### src/dsp_pkg.sv
`timescale 1ns / 1ps
// ============================================================================
// dsp_pkg
// Shared types, codes and constants of the distance sample policy core.
// ============================================================================
package dsp_pkg;

  // Field widths
  localparam int DIST_W    = 16;
  localparam int TIMER_W   = 16;
  localparam int OP_W      = 2;
  localparam int CFG_NUM   = 8;
  localparam int ADDR_W    = 5;
  localparam int APB_W     = 32;
  localparam int IN_DATA_W  = 24;
  localparam int OUT_DATA_W = 40;

  // Operation codes carried in tuser of the input stream
  typedef enum logic [OP_W-1:0] {
    OP_SAMPLE   = 2'd0,
    OP_TICK     = 2'd1,
    OP_ANNOUNCE = 2'd2,
    OP_EXIT     = 2'd3
  } op_t;

  // Register indexes (byte address = 4 * index)
  typedef enum logic [2:0] {
    REG_MIN_DIST  = 3'd0,
    REG_MAX_DIST  = 3'd1,
    REG_FAST_DELTA = 3'd2,
    REG_FAST_DUR  = 3'd3,
    REG_FRESH_WIN = 3'd4,
    REG_COOLDOWN  = 3'd5,
    REG_FAST_INTV = 3'd6,
    REG_BASE_INTV = 3'd7
  } reg_idx_t;

  // Register reset values
  localparam logic [15:0] RST_MIN_DIST   = 16'd0;
  localparam logic [15:0] RST_MAX_DIST   = 16'd4000;
  localparam logic [15:0] RST_FAST_DELTA = 16'd100;
  localparam logic [15:0] RST_FAST_DUR   = 16'd5000;
  localparam logic [15:0] RST_FRESH_WIN  = 16'd1000;
  localparam logic [15:0] RST_COOLDOWN   = 16'd10000;
  localparam logic [15:0] RST_FAST_INTV  = 16'd100;
  localparam logic [15:0] RST_BASE_INTV  = 16'd1000;

  // Configuration register file
  typedef struct packed {
    logic [DIST_W-1:0]  min_distance_mm;
    logic [DIST_W-1:0]  max_distance_mm;
    logic [DIST_W-1:0]  fast_delta_mm;
    logic [TIMER_W-1:0] fast_duration_ms;
    logic [TIMER_W-1:0] fresh_window_ms;
    logic [TIMER_W-1:0] cooldown_ms;
    logic [TIMER_W-1:0] fast_interval_ms;
    logic [TIMER_W-1:0] base_interval_ms;
  } cfg_t;

  // Result item
  typedef struct packed {
    logic               may_announce;
    logic [TIMER_W-1:0] poll_interval_ms;
    logic               fast_active;
    logic               distance_fresh;
    logic               have_distance;
    logic [DIST_W-1:0]  latest_mm;
    logic               accepted;
  } result_t;

  // A zero duration loads as one so the flag clears on the next tick
  function automatic logic [TIMER_W-1:0] load_value(input logic [TIMER_W-1:0] d);
    load_value = (d == '0) ? TIMER_W'(1) : d;
  endfunction

endpackage

### src/distance_sample_policy_core.sv
`timescale 1ns / 1ps
// ============================================================================
// distance_sample_policy_core
// Qualifies distance samples, keeps fast polling mode, freshness and the
// announcement cooldown, and reports the polling interval for every item.
// ============================================================================
// Usage:
//   Input stream (s_*): one item per transfer. s_tuser carries the operation
//   (sample, millisecond tick, announce request, exit fast mode); s_tdata
//   carries the raw distance and its finite flag.
//   Output stream (m_*): exactly one result per input item, in order,
//   describing the state after that item.
//   APB port: eight 16-bit registers at byte addresses 0 to 28; write them
//   only while the block is idle. pready is tied high.
// Latency: the result of an item is in the output register the cycle after
//   its transfer. Throughput: one item per cycle while the output is not
//   stalled, set by the single output register that follows the state update.
// Stall: while the output register holds a result that is not taken,
//   s_tready follows m_tready, so a new item enters in the same cycle as the
//   waiting result leaves.
// Reset: synchronous; clears all flags and timers, the output valid, and
//   loads the registers with their default values.
// ============================================================================
module distance_sample_policy_core import dsp_pkg::*; (
  input  logic                  clk,
  input  logic                  rst,
  // Input stream
  input  logic                  s_tvalid,
  output logic                  s_tready,
  input  logic [IN_DATA_W-1:0]  s_tdata,  // [15:0] distance_mm, [16] distance_finite
  input  logic [OP_W-1:0]       s_tuser,  // [1:0] operation
  // Output stream
  output logic                  m_tvalid,
  input  logic                  m_tready,
  // [0] accepted, [16:1] latest_mm, [17] have_distance, [18] distance_fresh,
  // [19] fast_active, [35:20] poll_interval_ms, [36] may_announce
  output logic [OUT_DATA_W-1:0] m_tdata,
  // Configuration
  input  logic                  psel,
  input  logic                  penable,
  input  logic                  pwrite,
  input  logic [ADDR_W-1:0]     paddr,
  input  logic [APB_W-1:0]      pwdata,
  output logic [APB_W-1:0]      prdata,
  output logic                  pready
);

  cfg_t cfg;

  logic [DIST_W-1:0]  last_distance, last_distance_next;
  logic               have_sample, have_sample_next;
  logic               fresh_flag, fresh_flag_next;
  logic               fast_flag, fast_flag_next;
  logic               cooldown_flag, cooldown_flag_next;
  logic [TIMER_W-1:0] fast_timer, fast_timer_next;
  logic [TIMER_W-1:0] fresh_timer, fresh_timer_next;
  logic [TIMER_W-1:0] cooldown_timer, cooldown_timer_next;

  result_t            res_next;
  result_t            res;
  logic               out_valid;

  logic               in_xfer;
  logic               cfg_wr;
  reg_idx_t           reg_idx;
  op_t                op;
  logic [DIST_W-1:0]  sample_mm;
  logic               finite;
  logic               in_window;
  logic [DIST_W-1:0]  delta;
  logic               accepted;
  logic               granted;

  // Handshake
  assign s_tready = !out_valid || m_tready;
  assign in_xfer  = s_tvalid && s_tready;
  assign m_tvalid = out_valid;
  assign m_tdata  = OUT_DATA_W'(res);

  // Register access
  assign pready  = 1'b1;
  assign cfg_wr  = psel && penable && pwrite && pready;
  assign reg_idx = reg_idx_t'(paddr[ADDR_W-1:2]);

  always_comb begin
    prdata = '0;
    unique case (reg_idx)
      REG_MIN_DIST:   prdata = APB_W'(cfg.min_distance_mm);
      REG_MAX_DIST:   prdata = APB_W'(cfg.max_distance_mm);
      REG_FAST_DELTA: prdata = APB_W'(cfg.fast_delta_mm);
      REG_FAST_DUR:   prdata = APB_W'(cfg.fast_duration_ms);
      REG_FRESH_WIN:  prdata = APB_W'(cfg.fresh_window_ms);
      REG_COOLDOWN:   prdata = APB_W'(cfg.cooldown_ms);
      REG_FAST_INTV:  prdata = APB_W'(cfg.fast_interval_ms);
      REG_BASE_INTV:  prdata = APB_W'(cfg.base_interval_ms);
      default:        prdata = '0;
    endcase
  end

  always_ff @(posedge clk) begin
    if (rst) begin
      cfg.min_distance_mm  <= RST_MIN_DIST;
      cfg.max_distance_mm  <= RST_MAX_DIST;
      cfg.fast_delta_mm    <= RST_FAST_DELTA;
      cfg.fast_duration_ms <= RST_FAST_DUR;
      cfg.fresh_window_ms  <= RST_FRESH_WIN;
      cfg.cooldown_ms      <= RST_COOLDOWN;
      cfg.fast_interval_ms <= RST_FAST_INTV;
      cfg.base_interval_ms <= RST_BASE_INTV;
    end else if (cfg_wr) begin
      unique case (reg_idx)
        REG_MIN_DIST:   cfg.min_distance_mm  <= pwdata[DIST_W-1:0];
        REG_MAX_DIST:   cfg.max_distance_mm  <= pwdata[DIST_W-1:0];
        REG_FAST_DELTA: cfg.fast_delta_mm    <= pwdata[DIST_W-1:0];
        REG_FAST_DUR:   cfg.fast_duration_ms <= pwdata[TIMER_W-1:0];
        REG_FRESH_WIN:  cfg.fresh_window_ms  <= pwdata[TIMER_W-1:0];
        REG_COOLDOWN:   cfg.cooldown_ms      <= pwdata[TIMER_W-1:0];
        REG_FAST_INTV:  cfg.fast_interval_ms <= pwdata[TIMER_W-1:0];
        REG_BASE_INTV:  cfg.base_interval_ms <= pwdata[TIMER_W-1:0];
        default: ;
      endcase
    end
  end

  // Unpack the input item and qualify the sample
  assign op        = op_t'(s_tuser);
  assign sample_mm = s_tdata[DIST_W-1:0];
  assign finite    = s_tdata[DIST_W];
  assign in_window = finite && (sample_mm >= cfg.min_distance_mm)
                            && (sample_mm <= cfg.max_distance_mm);
  assign delta     = (sample_mm >= last_distance) ? (sample_mm - last_distance)
                                                  : (last_distance - sample_mm);

  // Work out the state after this item
  always_comb begin
    last_distance_next  = last_distance;
    have_sample_next    = have_sample;
    fresh_flag_next     = fresh_flag;
    fast_flag_next      = fast_flag;
    cooldown_flag_next  = cooldown_flag;
    fast_timer_next     = fast_timer;
    fresh_timer_next    = fresh_timer;
    cooldown_timer_next = cooldown_timer;
    accepted            = 1'b0;
    granted             = 1'b0;
    unique case (op)
      OP_SAMPLE: begin
        if (in_window) begin
          if (have_sample && (delta >= cfg.fast_delta_mm)) begin
            fast_flag_next  = 1'b1;
            fast_timer_next = load_value(cfg.fast_duration_ms);
          end
          last_distance_next = sample_mm;
          have_sample_next   = 1'b1;
          fresh_flag_next    = 1'b1;
          fresh_timer_next   = load_value(cfg.fresh_window_ms);
          accepted           = 1'b1;
        end
      end
      OP_TICK: begin
        // Count running timers down; drop the flag as a timer expires
        if (fast_timer != '0) begin
          fast_timer_next = fast_timer - TIMER_W'(1);
          if (fast_timer == TIMER_W'(1)) fast_flag_next = 1'b0;
        end
        if (fresh_timer != '0) begin
          fresh_timer_next = fresh_timer - TIMER_W'(1);
          if (fresh_timer == TIMER_W'(1)) fresh_flag_next = 1'b0;
        end
        if (cooldown_timer != '0) begin
          cooldown_timer_next = cooldown_timer - TIMER_W'(1);
          if (cooldown_timer == TIMER_W'(1)) cooldown_flag_next = 1'b0;
        end
      end
      OP_ANNOUNCE: begin
        if (!cooldown_flag) begin
          cooldown_flag_next  = 1'b1;
          cooldown_timer_next = load_value(cfg.cooldown_ms);
          granted             = 1'b1;
        end
      end
      OP_EXIT: begin
        fast_flag_next  = 1'b0;
        fast_timer_next = '0;
      end
      default: ;
    endcase

    res_next.accepted         = accepted;
    res_next.latest_mm        = last_distance_next;
    res_next.have_distance    = have_sample_next;
    res_next.distance_fresh   = fresh_flag_next;
    res_next.fast_active      = fast_flag_next;
    res_next.poll_interval_ms = fast_flag_next ? cfg.fast_interval_ms
                                               : cfg.base_interval_ms;
    res_next.may_announce     = granted;
  end

  // Advance state on each input transfer
  always_ff @(posedge clk) begin
    if (rst) begin
      last_distance  <= '0;
      have_sample    <= 1'b0;
      fresh_flag     <= 1'b0;
      fast_flag      <= 1'b0;
      cooldown_flag  <= 1'b0;
      fast_timer     <= '0;
      fresh_timer    <= '0;
      cooldown_timer <= '0;
    end else if (in_xfer) begin
      last_distance  <= last_distance_next;
      have_sample    <= have_sample_next;
      fresh_flag     <= fresh_flag_next;
      fast_flag      <= fast_flag_next;
      cooldown_flag  <= cooldown_flag_next;
      fast_timer     <= fast_timer_next;
      fresh_timer    <= fresh_timer_next;
      cooldown_timer <= cooldown_timer_next;
    end
  end

  // Hold the result until the output transfer
  always_ff @(posedge clk) begin
    if (rst) begin
      out_valid <= 1'b0;
    end else if (in_xfer) begin
      out_valid <= 1'b1;
    end else if (m_tready) begin
      out_valid <= 1'b0;
    end
  end

  always_ff @(posedge clk) begin
    if (in_xfer) begin
      res <= res_next;
    end
  end

  // Each flag runs exactly while its timer runs
  a_fast_timer: assert property (@(posedge clk) disable iff (rst)
    fast_flag == (fast_timer != '0))
    else $error("fast flag and fast timer disagree");

  a_fresh_timer: assert property (@(posedge clk) disable iff (rst)
    fresh_flag == (fresh_timer != '0))
    else $error("fresh flag and fresh timer disagree");

  a_cooldown_timer: assert property (@(posedge clk) disable iff (rst)
    cooldown_flag == (cooldown_timer != '0))
    else $error("cooldown flag and cooldown timer disagree");

  // A result never both accepts a sample and grants an announcement
  a_one_kind: assert property (@(posedge clk) disable iff (rst)
    out_valid |-> !(res.accepted && res.may_announce))
    else $error("result marks both a sample and an announcement");

endmodule
### config.mk
export PLATFORM = sky130hd
export DESIGN_NAME = distance_sample_policy_core
export DESIGN_NICKNAME = d
export VERILOG_FILES = /design/src/dsp_pkg.sv /design/src/distance_sample_policy_core.sv
export SDC_FILE = /design/constraint.sdc
export NUM_CORES = 1
export LEC_CHECK = 0
export BUFFER_PORTS_ARGS = -buffer_cell sky130_fd_sc_hd__buf_2
export CORE_UTILIZATION = 30
export DETAILED_ROUTE_END_ITERATION = 6
export HOLD_SLACK_MARGIN = 0.12
export PLACE_DENSITY = 0.54
export SYNTH_ARGS = -nofsm -noshare
export SYNTH_HDL_FRONTEND = slang
export SYNTH_SLANG_ARGS = --single-unit
export TNS_END_PERCENT = 50
### constraint.sdc
create_clock -name clk -period 9.8 [get_ports clk]
set_input_delay 1.47 -clock clk [delete_from_list [all_inputs] [get_ports clk]]
set_output_delay 1.47 -clock clk [all_outputs]
set_load 0.05 [all_outputs]
==> metrics.csv <==
metric,value,unit
Synth Warn #,0,
maximum vdd drop,0.000120,V
GPL Wtd Cong,0.861,
Cells after Synth,1741,
MaxCap Viol Count,0,
setup bufs post-CTS,0,
M1 WL,21700,um
setup violators final,0,
"CTS clk-pin slew, worst paths",0.06,ns
die footprint,46800,um2
Placement Rows,78,
HPWL after detailed placement,32600,um
Final Hold Fails,0,
final worst slack,3.27,ns
Required @ worst endpoint,10.26,ns
met2 WL,20000,um
max layer used,met4,
slowest cell on the critical path,o31a_1,
Port Buf Inserts,99,
drt first pass iters,7,
nature of the critical path startpoint,input port,
worst hold path class,reg -> reg,
vias in the first global route,11850,
DRT iter0 DRCs,1114,
violated checks,DRC,
area delta synth->final,13.9,%
Post-synth EDFFs,37,
post-synthesis sequential area ratio,36.7,%
Top Family by Delay on Critical Path,compound AO/OA/AOI/OAI gates,
Worst-Skew Late Latency,0.58,ns
CP cell instances,buf_2 -> inv_1 -> ha_1 -> inv_1 -> fa_1 -> a211oi_2 -> o211ai_1 -> a21oi_1 -> a21oi_1 -> a2111oi_4 -> buf_4 -> mux2_2 -> o31ai_1 -> xor2_1 -> ha_1 -> a211oi_1 -> o21ai_0 -> a21oi_1 -> and3b_1 -> a21oi_1 -> o31a_1 -> nor4_1 -> a31o_2,
Relative slew margins,16.8,%
# resized after CTS,0,
placed cell area,14700,um2
pre-CTS WS,2.83,ns
Arrival @ worst endpoint,6.99,ns
nets@finish,1934,
total wire length,46200,um
routed vias/inst,5.36,
Syn Std Cell Area,13800,um2
initial cell density of the core,30.4,%
worst stage delay on the critical path,0.61,ns
routed len/inst,19.3,um
syn_area_per_cell,7.91,um2
largest net degree at the start of global routing,88,
CP Capture Type,register,
die width,216,um
run status,finished with violations,
Worst Tran Pin Value,1.25,ns
Final ANT Viol Nets,0,
Tcrit/Tclk final,66.6,%
TritonCTS clock tree,built,
Max clock buf depth,3,
PD cells,166,nW/um2
Ant. Diodes,0,
Static Leak,5.97,nW
DR WL met3,3050,um
gr ovfl total,0,
initial antenna violation count,0,
"flops & latches, synth",234,
post-route setup TNS,0,ns
H-Tree Level Count,1,
Critical Path Most Common Cell,a21oi_1,
crit-path max FO,21,
fin area,15700,um2
FILL cells,4754,
final worst clock skew,0.0267,ns
share of layout cells above drive strength 1,12.2,%
WP buf/inv,4,
Tmin final,6.53,ns
io pins,145,
Total Routing Usage GR,19.4,%
unrepaired setup endpoints after global routing,no,
Remaining DRCs,1,
global-route wire length before repair,71200,um
hold_buf cts,0,
Synth cell types,76,
Peak Freq,153,MHz
PnR Total Power,2.61,mW
final slew viol count,0,
Vias,12856,
top_reg_cell synth,dfxtp_1,
Clk Tree Root Cell,clkbuf_16,
cts bufs inserted,28,
Async SR Flop Fraction,0,%
# clock sinks,234,
Die H,216,um
critical path class,in -> reg,
core area,45300,um2
## placed cells by master (no fill, tap or decap), types with 6 or more instances in the layout
cell type and count:
mux4_2 6, mux2_2 16, edfxtp_1 37, a21o_1 12
o21ai_0 88, o32ai_1 6, nand3_1 50, xnor2_1 12
o21a_1 9, a221oi_1 14, a211oi_1 17, a22oi_1 12
buf_4 21, nor2b_1 6, o31ai_1 13, dfxtp_1 197
clkinv_2 6, o211ai_1 22, conb_1 20, o22ai_1 10
nand4_1 10, nand2b_1 10, a22o_1 10, mux2i_1 39
or3_1 9, nor3_1 31, nor2_1 107, mux2_4 8
nand2_1 354, nor4_1 22, o311ai_0 6, inv_1 97
buf_2 98, clkbuf_16 29, a21oi_1 214, ha_1 85
xor2_1 7, a31oi_1 7
## final cells by class
type	count	area (um2)	area share (%)
flip-flops and latches	234	5050	32.2
well taps	600	751	4.79
inverters	99	372	2.37
repair buffers	119	648	4.13
multi-input cells	1295	7840	50.0
clock buffers	34	774	4.94
clock inverters	18	244	1.56
## worst reg2reg max path: stages, from the launching register on
cell	delay (ns)
dfxtp_1	0.35
ha_1	0.17
inv_1	0.05
fa_1	0.43
a211oi_2	0.26
o211ai_1	0.15
a21oi_1	0.30
a21oi_1	0.16
a2111oi_4	0.24
buf_4	0.35
mux2_2	0.42
o31ai_1	0.28
xor2_1	0.12
ha_1	0.20
a211oi_1	0.21
o21ai_0	0.13
a21oi_1	0.12
and3b_1	0.20
a21oi_1	0.50
o31a_1	0.61
nor4_1	0.12
a31o_2	0.26
## worst paths after layout
path | from | to | slack [ns] | cells after the start
worst min-delay path | cfg[92]$_SDFFE_PP0P_ | cfg[92]$_SDFFE_PP0P_ | 0.45 | 2
worst min register to register | cfg[92]$_SDFFE_PP0P_ | cfg[92]$_SDFFE_PP0P_ | 0.45 | 2
worst max register to register | last_distance[0]$_SDFFE_PP0P_ | fast_timer[6]$_SDFFE_PP0P_ | 4.08 | 21
worst max-delay path | s_tdata[0] | fast_timer[6]$_SDFFE_PP0P_ | 3.27 | 23
## registers in the layout, summed over array words and instances (netlist names)
| name | cells |
|---|---|
| cfg | 128 |
| m_tdata | 37 |
| cooldown_timer | 16 |
| fast_timer | 16 |
| fresh_timer | 16 |
| last_distance | 16 |
| cooldown_flag | 1 |
| fast_flag | 1 |
| fresh_flag | 1 |
| have_sample | 1 |
| m_tvalid | 1 |
## logic make-up after synthesis
family | after synthesis | share of synthesized area [%]
buf+inv | 230 | 7.14
xor+xnor | 19 | 1.21
other cells | 2 | 0.0545
simple gates | 627 | 19.7
flops | 234 | 36.7
fa+ha+maj | 87 | 8.01
compound gates | 473 | 21.2
mux | 69 | 6.00
## per-layer routing
layer / track usage (%) / vias up
met5: 0 / -
met4: 6.27 / 0
met3: 2.33 / 73
met2: 29.3 / 495
met1: 28.4 / 6130
li1: - / 6158
## cell usage after synthesis, types with 5 or more instances
library cell | count | area (um2)
nand2_1 | 354 | 1330
a21oi_1 | 214 | 1070
dfxtp_1 | 197 | 3940
nor2_1 | 107 | 402
inv_1 | 98 | 368
o21ai_0 | 88 | 440
ha_1 | 85 | 1060
clkbuf_1 | 81 | 304
nand3_1 | 50 | 250
mux2i_1 | 39 | 390
edfxtp_1 | 37 | 1110
nor3_1 | 33 | 165
buf_4 | 23 | 173
nor4_1 | 23 | 144
o211ai_1 | 22 | 165
a211oi_1 | 17 | 128
mux2_2 | 16 | 180
a221oi_1 | 14 | 123
clkbuf_2 | 14 | 70.1
o31ai_1 | 13 | 97.6
a21o_1 | 12 | 90.1
a22oi_1 | 12 | 90.1
xnor2_1 | 12 | 105
a22o_1 | 10 | 87.6
nand2b_1 | 10 | 62.6
nand4_1 | 10 | 62.6
o22ai_1 | 10 | 62.6
o21a_1 | 9 | 67.6
or3_1 | 9 | 56.3
mux2_4 | 8 | 120
a31oi_1 | 7 | 43.8
buf_2 | 7 | 35.0
xor2_1 | 7 | 61.3
mux4_2 | 6 | 135
nor2b_1 | 6 | 37.5
o311ai_0 | 6 | 52.6
o32ai_1 | 6 | 52.6
and3_1 | 5 | 31.3
buf_1 | 5 | 18.8
## power by group
part | leakage [nW] | switching (mW) | internal [mW]
Combinational | 3.53 | 0.306 | 0.133
Clock | 0.492 | 0.451 | 0.696
Sequential | 1.95 | 0.0198 | 1.00
## per-stage QoR
stage	utilization [%]	hold slack, ns	instances
after CTS	34.6	0.456	2399
after floorplan	-	0.436	1759
after global placement	32.4	0.442	2347
after detailed placement	32.4	0.447	2347
final	34.6	0.453	2399
after global routing	34.6	0.468	2399
Power figures use the tool's default switching activity.
